<file path="config.mk">
export PLATFORM = sky130hd
export DESIGN_NAME = double_ended_queue_top
export DESIGN_NICKNAME = d
export VERILOG_FILES = /design/src/deq_pkg.sv /design/src/deq_store.sv /design/src/double_ended_queue_top.sv
export SDC_FILE = /design/constraint.sdc
export NUM_CORES = 1
export LEC_CHECK = 0
export ABC_AREA = 1
export BUFFER_PORTS_ARGS = -buffer_cell sky130_fd_sc_hd__buf_4
export CAP_MARGIN = 20
export CORE_UTILIZATION = 59
export DETAILED_ROUTE_END_ITERATION = 12
export HOLD_SLACK_MARGIN = 0.12
export PLACE_DENSITY = 0.76
export SYNTH_ARGS = -nofsm -noshare
export SYNTH_HDL_FRONTEND = slang
export SYNTH_SLANG_ARGS = --single-unit
</file>
<file path="constraint.sdc">
create_clock -name aclk -period 5.05 [get_ports aclk]
set_input_delay 1.01 -clock aclk [delete_from_list [all_inputs] [get_ports aclk]]
set_output_delay 1.01 -clock aclk [all_outputs]
set_load 0.05 [all_outputs]
</file>
<file path="src/deq_pkg.sv">
// Package for the double-ended queue: command codes, field widths and
// the result metadata record. Depends on nothing.
`timescale 1ns / 1ps

package deq_pkg;

    localparam int WORD_W = 32;
    localparam int OCC_W  = 5;

    localparam logic signed [WORD_W-1:0] UNDERFLOW_WORD = -32'sd1;

    typedef enum logic [1:0] {
        CMD_PUSH_FRONT = 2'd0,
        CMD_PUSH_BACK  = 2'd1,
        CMD_POP_FRONT  = 2'd2,
        CMD_POP_BACK   = 2'd3
    } cmd_t;

    typedef struct packed {
        logic             pop_ok;
        logic             underflow;
        logic             overflow;
        logic [OCC_W-1:0] occupancy;
    } meta_t;

endpackage

</file>
<file path="src/deq_store.sv">
// Single-port synchronous word store for the deque with a registered read port.
// Depends on deq_pkg for the word width.
`timescale 1ns / 1ps

module deq_store #(
    parameter int DEPTH = 16
) (
    input  logic                                   aclk,
    input  logic                                   wr_en,
    input  logic                                   rd_en,
    input  logic [$clog2(DEPTH)-1:0]               addr,
    input  logic signed [deq_pkg::WORD_W-1:0]      wr_data,
    output logic signed [deq_pkg::WORD_W-1:0]      rd_data
);

    logic signed [deq_pkg::WORD_W-1:0] mem [DEPTH];
    logic signed [deq_pkg::WORD_W-1:0] rd_data_reg;

    always_ff @(posedge aclk) begin
        if (wr_en) begin
            mem[addr] <= wr_data;
        end
    end

    always_ff @(posedge aclk) begin
        if (rd_en) begin
            rd_data_reg <= mem[addr];
        end
    end

    assign rd_data = rd_data_reg;

endmodule

</file>
<file path="src/double_ended_queue_top.sv">
// Channel   Direction  Fields
// s_        in         cmd, push_value
// m_        out        pop_value, underflow, overflow, occupancy
//
// One transaction is accepted per cycle while s_ready is high.
// The latency comes from the store's registered read port plus the output register.
// A push writes the store and a pop reads it in the cycle of acceptance.
// Reset clears the front index, the count and both stage valids; the store is not cleared.
// A stalled result holds the output register and, one transaction later, the input.
// Top level of the double-ended queue. Depends on deq_pkg and deq_store.
`timescale 1ns / 1ps

module double_ended_queue_top #(
    parameter int DEPTH = 16
) (
    input  logic                                aclk,
    input  logic                                aresetn,
    input  logic                                s_valid,
    output logic                                s_ready,
    input  logic [1:0]                          s_cmd,
    input  logic signed [deq_pkg::WORD_W-1:0]   s_push_value,
    output logic                                m_valid,
    input  logic                                m_ready,
    output logic signed [deq_pkg::WORD_W-1:0]   m_pop_value,
    output logic                                m_underflow,
    output logic                                m_overflow,
    output logic [deq_pkg::OCC_W-1:0]           m_occupancy
);

    localparam int IDX_W = $clog2(DEPTH);
    localparam int CNT_W = $clog2(DEPTH + 1);
    localparam int SUM_W = $clog2(2 * DEPTH);

    logic [IDX_W-1:0] front_reg, front_next;
    logic [CNT_W-1:0] count_reg, count_next;

    logic             s1_valid_reg;
    deq_pkg::meta_t   s1_meta_reg, s1_meta_next;

    logic                              out_valid_reg;
    logic signed [deq_pkg::WORD_W-1:0] out_value_reg, out_value_next;
    deq_pkg::meta_t                    out_meta_reg;

    deq_pkg::cmd_t    cmd;
    logic             s_accept, out_load, full, empty;
    logic [IDX_W-1:0] front_dec, front_inc, back_slot, tail_slot, mem_addr;
    logic [SUM_W-1:0] sum, sum_dec;
    logic             mem_we, mem_re;
    logic signed [deq_pkg::WORD_W-1:0] rd_data;

    assign cmd      = deq_pkg::cmd_t'(s_cmd);
    assign out_load = s1_valid_reg && (!out_valid_reg || m_ready);
    assign s_ready  = !s1_valid_reg || out_load;
    assign s_accept = s_valid && s_ready;

    assign full  = (count_reg == CNT_W'(DEPTH));
    assign empty = (count_reg == '0);

    assign front_dec = (front_reg == '0) ? IDX_W'(DEPTH - 1) : front_reg - 1'b1;
    assign front_inc = (front_reg == IDX_W'(DEPTH - 1)) ? '0 : front_reg + 1'b1;
    assign sum       = SUM_W'(front_reg) + SUM_W'(count_reg);
    assign sum_dec   = sum - 1'b1;
    assign tail_slot = (sum >= SUM_W'(DEPTH)) ? IDX_W'(sum - SUM_W'(DEPTH)) : IDX_W'(sum);
    assign back_slot = (sum_dec >= SUM_W'(DEPTH)) ?
                       IDX_W'(sum_dec - SUM_W'(DEPTH)) : IDX_W'(sum_dec);

    always_comb begin
        front_next   = front_reg;
        count_next   = count_reg;
        mem_addr     = front_reg;
        mem_we       = 1'b0;
        mem_re       = 1'b0;
        s1_meta_next = '0;
        unique case (cmd)
            deq_pkg::CMD_PUSH_FRONT: begin
                if (full) begin
                    s1_meta_next.overflow = 1'b1;
                end else begin
                    front_next = front_dec;
                    count_next = count_reg + 1'b1;
                    mem_addr   = front_dec;
                    mem_we     = s_accept;
                end
            end
            deq_pkg::CMD_PUSH_BACK: begin
                if (full) begin
                    s1_meta_next.overflow = 1'b1;
                end else begin
                    count_next = count_reg + 1'b1;
                    mem_addr   = tail_slot;
                    mem_we     = s_accept;
                end
            end
            deq_pkg::CMD_POP_FRONT: begin
                if (empty) begin
                    s1_meta_next.underflow = 1'b1;
                end else begin
                    front_next          = front_inc;
                    count_next          = count_reg - 1'b1;
                    mem_addr            = front_reg;
                    mem_re              = s_accept;
                    s1_meta_next.pop_ok = 1'b1;
                end
            end
            deq_pkg::CMD_POP_BACK: begin
                if (empty) begin
                    s1_meta_next.underflow = 1'b1;
                end else begin
                    count_next          = count_reg - 1'b1;
                    mem_addr            = back_slot;
                    mem_re              = s_accept;
                    s1_meta_next.pop_ok = 1'b1;
                end
            end
            default: begin
                s1_meta_next = '0;
            end
        endcase
        s1_meta_next.occupancy = deq_pkg::OCC_W'(count_next);
    end

    deq_store #(
        .DEPTH (DEPTH)
    ) u_deq_store (
        .aclk    (aclk),
        .wr_en   (mem_we),
        .rd_en   (mem_re),
        .addr    (mem_addr),
        .wr_data (s_push_value),
        .rd_data (rd_data)
    );

    always_comb begin
        if (s1_meta_reg.pop_ok) begin
            out_value_next = rd_data;
        end else if (s1_meta_reg.underflow) begin
            out_value_next = deq_pkg::UNDERFLOW_WORD;
        end else begin
            out_value_next = '0;
        end
    end

    always_ff @(posedge aclk) begin
        if (!aresetn) begin
            front_reg     <= '0;
            count_reg     <= '0;
            s1_valid_reg  <= 1'b0;
            out_valid_reg <= 1'b0;
        end else begin
            if (s_accept) begin
                front_reg <= front_next;
                count_reg <= count_next;
            end
            if (s_ready) begin
                s1_valid_reg <= s_valid;
            end
            if (out_load) begin
                out_valid_reg <= 1'b1;
            end else if (m_ready) begin
                out_valid_reg <= 1'b0;
            end
        end
    end

    always_ff @(posedge aclk) begin
        if (s_accept) begin
            s1_meta_reg <= s1_meta_next;
        end
        if (out_load) begin
            out_value_reg <= out_value_next;
            out_meta_reg  <= s1_meta_reg;
        end
    end

    assign m_valid     = out_valid_reg;
    assign m_pop_value = out_value_reg;
    assign m_underflow = out_meta_reg.underflow;
    assign m_overflow  = out_meta_reg.overflow;
    assign m_occupancy = out_meta_reg.occupancy;

endmodule

</file>
**Word level (Yosys, flattened, before mapping)**

Memory sizes are Yosys's and may differ from the RTL's. A register that Yosys moved wholly into a read port is not among the register bits.
Index checks and enable logic that the tools add are counted.

- Magnitude comparators: 2
- Reduce and logical (&&, ||, !) cells: 14
- Add/sub/neg operators: 8
- Equality and inequality tests: 6
- Multiplexer cells: 26

Operator list:

| operator | count |
|---|---|
| $mux 32 | 2 |
| $mux 4 | 8 |
| $pmux 4 s4 | 1 |
| $sub 4x1->4 const B | 3 |
| $mux 1 | 11 |
| $ge 5x5->1 const B | 2 |
| $mux 5 | 2 |
| $pmux 5 s2 | 1 |
| $sub 5x1->5 const B | 2 |
| $pmux 4 s2 | 1 |
| $add 4x5->5 | 1 |
| $add 5x1->5 const B | 1 |
| $eq 5x5->1 const B | 1 |
| $logic_not 5->1 | 1 |
| $add 4x1->4 const B | 1 |
| $eq 2x2->1 const B | 2 |
| $eq 4x4->1 const B | 1 |
| $logic_not 4->1 | 1 |
| $reduce_bool 2->1 | 2 |
| $reduce_or 2->1 | 2 |
| $reduce_and 3->1 | 1 |
| $eq 2x1->1 const B | 1 |
| $logic_and 1x1->1 | 2 |
| $logic_not 1->1 | 2 |
| other kinds (3) | 4 |

- Bits in writable memories: 512
- Input port bits: 38
- Memories: 1
- Register bits after elaboration: 58

Memories:

| name | words | width | rd ports | clocked after memory_dff | write ports | line | RTL |
|---|---|---|---|---|---|---|---|
| u_deq_store.mem | 16 | 32 | 1 | 1 | 1 | deq_store.sv:16 | `logic signed [deq_pkg::WORD_W-1:0] mem [DEPTH];` |

**Longest topological paths before layout**

- Word-level depth: 9
- Depth in mapped cells: 18
- Gate-level depth less buffers: 17

**Cells and area by module**

A second synthesis with hierarchy kept.

- Cell total of the unflattened synthesis: 2,449
- Area, all modules: 25,567.0 um^2

By module, submodules not included:

| module | area each (um^2) | cells an instance | sequential area each (um^2) | instances |
|---|---|---|---|---|
| deq_store | 22,534.1 | 2,113 | 16,335.7 | 1 |
| double_ended_queue_top | 3,032.9 | 336 | 1,631.6 | 1 |

**Least setup slack after synthesis**

OpenSTA, ideal clock, no wires.

- Path type: input -> register
- Start point: input s_cmd[1]
- End point: memory u_deq_store.mem[13][0] (netlist bit), enable pin
- Stages on the path: 8
- Setup time: 421 ps
- Arrival time: 3,629 ps
- Path buffers: 3
- Slack: 1,000 ps
- Cell sequence: buf_2 nor2_1 inv_1 o21ai_4 buf_4 buf_4 nand4_1 nor2_1

- Longest elaborated chain between the ends: 5
- Elaborated cells between the ends (all ways): 9
- Those cells by class: eq/ne (3); mux (4); reduce/logical (2)

RTL lines:

| element | line | RTL |
|---|---|---|
| from (decl) | double_ended_queue_top.sv:20 | `input logic [1:0] s_cmd,` |
| $eq 2x1->1 or $logic_not 2->1 (tied branches) | double_ended_queue_top.sv:74 | `unique case (cmd)` |
| $reduce_or 2->1 (no line) | -- |  |
| $mux 1 | -- |  |
| $mux 1 | deq_store.sv:20 | `if (wr_en) begin` |
| $mux 1 (not written as such) | deq_store.sv:21 | `mem[addr] <= wr_data;` |
| to (decl) | deq_store.sv:16 |  |

Several ways; a longest one is shown, not always the timed one.

**Worst setup path in the final report**

- Start point: register front_reg[0]
- End point: memory u_deq_store.mem[3][7] (netlist bit), enable pin

- Longest elaborated chain between the ends: 6
- Elaborated cells between the ends (all ways): 15
- Those cells by class: add/sub (5); order compare (2); mux (7); reduce/logical (1)

RTL lines:

| element | line | RTL |
|---|---|---|
| from (decl) | double_ended_queue_top.sv:34 | `logic [IDX_W-1:0] front_reg, front_next;` |
| from (signal assigned) | double_ended_queue_top.sv:151 | `front_reg <= front_next;` |
| $add 4x5->5 | double_ended_queue_top.sv:61 | `assign sum = SUM_W'(front_reg) + SUM_W'(count_reg);` |
| $sub 5x1->5 | double_ended_queue_top.sv:62 | `assign sum_dec = sum - 1'b1;` |
| $sub 4x1->4 or $ge 5x5->1 (tied branches) | double_ended_queue_top.sv:65, double_ended_queue_top.sv:64 |  |
| $mux 4 | double_ended_queue_top.sv:64 | `assign back_slot = (sum_dec >= SUM_W'(DEPTH)) ?` |
| $mux 4 | double_ended_queue_top.sv:106 | `if (empty) begin` |
| $pmux 4 s4 (*) | double_ended_queue_top.sv:74 |  |

Every way passes the cells marked *; elsewhere a longest branch is shown, timed or not.

==> flow_metrics.env <==
export IMPL_syn2layout_area_growth_pct=11.9
export IMPL_synthesis_area_um2=25900
export IMPL_setup_worst_path_end_class="register"
export IMPL_post_synth_main_area_contributors="edfxtp_1, nand2_1, nand3_1"
export IMPL_grt_ovfl_total=0
export IMPL_hold_violations=0
export IMPL_setup_viol=0
export IMPL_wl_met2_um=29300
export IMPL_antenna_cells=0
export IMPL_layout_drive_gt1_share=0.0968
export IMPL_path_class="reg -> reg"
export IMPL_grt_pass1_wl_um=94000
export IMPL_powerDensity_nw_per_um2=412
export IMPL_path_clk_slew_ns=0.06
export IMPL_place_congestion=0.845
export IMPL_finalPower_uw=11900
export IMPL_setup_slack_ns=0.983
export IMPL_maxSlewViolCount=0
export IMPL_synth_top_area_share=0.686
export IMPL_via_per_inst=5.60
export IMPL_cap_violations=0
export IMPL_clk_latency_ns=0.63
export IMPL_worst_ep_required_time_ns=5.32
export IMPL_final_cell_mix="nand2_1, edfxtp_1, nand3_1, buf_4, inv_1"
export IMPL_n_fill_cell=3178
export IMPL_dp_hpwl_um=33100
export IMPL_num_rows=76
export IMPL_drt_iter0_drc=1905
export IMPL_cts_htree_levels=2
export IMPL_ys_seq_area_frac=0.694
export IMPL_layout_cells_most_common="nand2_1"
export IMPL_clockBufferDepth=3
export IMPL_grt_max_degree=135
export IMPL_highest_layer="met4"
export IMPL_cp_slowest_stage_delay_ns=0.58
export IMPL_clock_sinks=602
export IMPL_largest_reg_flops=512
export IMPL_pre_cts_slack_ns=1.04
export IMPL_placedCellCount=3042
export IMPL_grt_use_total=0.280
export IMPL_cts_tree="done"
export IMPL_cp_slowest_cell="nand4_1"
export IMPL_io_pins=79
export IMPL_path_cells="ha_1 -> fa_1 -> inv_1 -> ha_1 -> nand2_1 -> nand3_1 -> nand3_1 -> o21ai_4 -> inv_4 -> nand4_1 -> nor2_4 -> buf_4"
export IMPL_ctsHoldBuffers=0
export IMPL_synth_yosys_warnings=0
export IMPL_seq_area_um2=18000
export IMPL_synth_cells=2470
export IMPL_dieWidth_um=211
export IMPL_drc=0
export IMPL_p_leak_uw=0.0121
export IMPL_post_cts_buffers=0
export IMPL_period_share=0.805
export IMPL_ant_nets=0
export IMPL_outcome="finished, final reports clean"
export IMPL_syn_num_nets=2519
export IMPL_syn_avg_cell_area_um2=10.5
export IMPL_wl_per_cell_um=19.5
export IMPL_fp_dieArea_um2=44700
export IMPL_critPathBufInv=3
export IMPL_start_kind="register"
export IMPL_ys_seq_elements=602
export IMPL_crit_fanout=60
export IMPL_cts_resized=0
export IMPL_synth_top_cell_by_area="edfxtp_1"
export IMPL_synth_cell_type_count=38
export IMPL_grt_pass1_vias=16700
export IMPL_cts_made_buffers=58
export IMPL_io_buffers=78
export IMPL_crit_family="simple AND/OR/NAND/NOR gates"
export IMPL_hold_path_class="reg -> reg"
export IMPL_vias=17600
export IMPL_post_route_util=0.671
export IMPL_multi_input_area_um2=6960
export IMPL_start_util=0.599
export IMPL_final_cells=3146
export IMPL_dr_wl_met3_um=5790
export IMPL_final_nets=2567
export IMPL_period_minus_slack_ns=4.07
export IMPL_slew_limit_headroom=0.329
export IMPL_coreArea_um2=43200
export IMPL_ir_drop_mv=0.283
export IMPL_wirelength_um=61300
export IMPL_worst_slew_pin_slew_ns=1.01
export IMPL_cts_root_buf="clkbuf_16"
export IMPL_setup_tns_ns=0
export IMPL_dr_pass1_iters=6
export IMPL_clock_skew_ns=0.0168
export IMPL_arrival_ns=4.33
export IMPL_rsz0062_at_grt="false"
export IMPL_antenna_found_initial=0
export IMPL_fmax_mhz=246
export IMPL_dieHeight_um=211
export IMPL_wl_met1_um=24500
## per-stage QoR
step | cell area, um2 | hold slack, ns
2_1_floorplan | 25900 | 0.400
3_3_place_gp | 27100 | 0.403
3_5_place_dp | 27100 | 0.405
4_1_cts | 28900 | 0.420
5_1_grt | 29000 | 0.435
6_report | 29000 | 0.421
## cells in the mapped netlist (all sizes together)
cell       n
o221ai     1
a22o       1
edfxtp   591
a211oi     1
inv      108
nand3    286
xor2       9
o22ai      2
ha        10
clkbuf    15
o31ai      1
nor2      33
a21boi     1
nand2   1234
a221oi     1
a31oi      1
nand4      4
buf      122
clkinv     2
xnor2      3
o21ai     17
dfxtp     11
or2        1
a21oi     14
fa         1
## layer usage
layer | vias to the layer above | track usage
li1 | 8287 | -
met2 | 886 | 0.451
met3 | 131 | 0.0473
met4 | 0 | 0.108
met1 | 8320 | 0.383
met5 | - | 0
## cells by family after synthesis
family | share of synthesized area
buffers and inverters | 0.0435
adder cells (fa/ha/maj) | 0.00561
flip-flops | 0.694
AO/OA/AOI/OAI | 0.00933
XOR/XNOR | 0.00406
AND/OR/NAND/NOR | 0.243
## where the power goes
part | internal (uW) | switching, uW | leakage, uW
clock | 2380 | 1800 | 0.000890
sequential | 5690 | 67.0 | 0.00545
combinational | 542 | 1460 | 0.00572
## path summary, 6_finish.rpt
| kind | startpoint | endpoint | slack, ns | cells past startpoint |
|---|---|---|---|---|
| max | front_reg[0]$_SDFFE_PN0P_ | u_deq_store.mem[3][7]$_DFFE_PP_ | 0.98 | 12 |
| max reg2reg | front_reg[0]$_SDFFE_PN0P_ | u_deq_store.mem[3][7]$_DFFE_PP_ | 0.98 | 12 |
| min reg2reg | s1_meta_reg[2]$_DFFE_PP_ | m_occupancy[2]$_DFFE_PP_ | 0.42 | 0 |
| min | s1_meta_reg[2]$_DFFE_PP_ | m_occupancy[2]$_DFFE_PP_ | 0.42 | 0 |
## cell type report
| type | instances | area share |
|---|---|---|
| multi-input cells | 1621 | 0.240 |
| clock inverters | 33 | 0.0104 |
| inverters | 110 | 0.0143 |
| clock buffers | 70 | 0.0524 |
| repair buffers | 125 | 0.0366 |
| flip-flops and latches | 602 | 0.621 |
| well taps | 585 | 0.0253 |
Note: power is estimated with default switching activity, not from simulation.
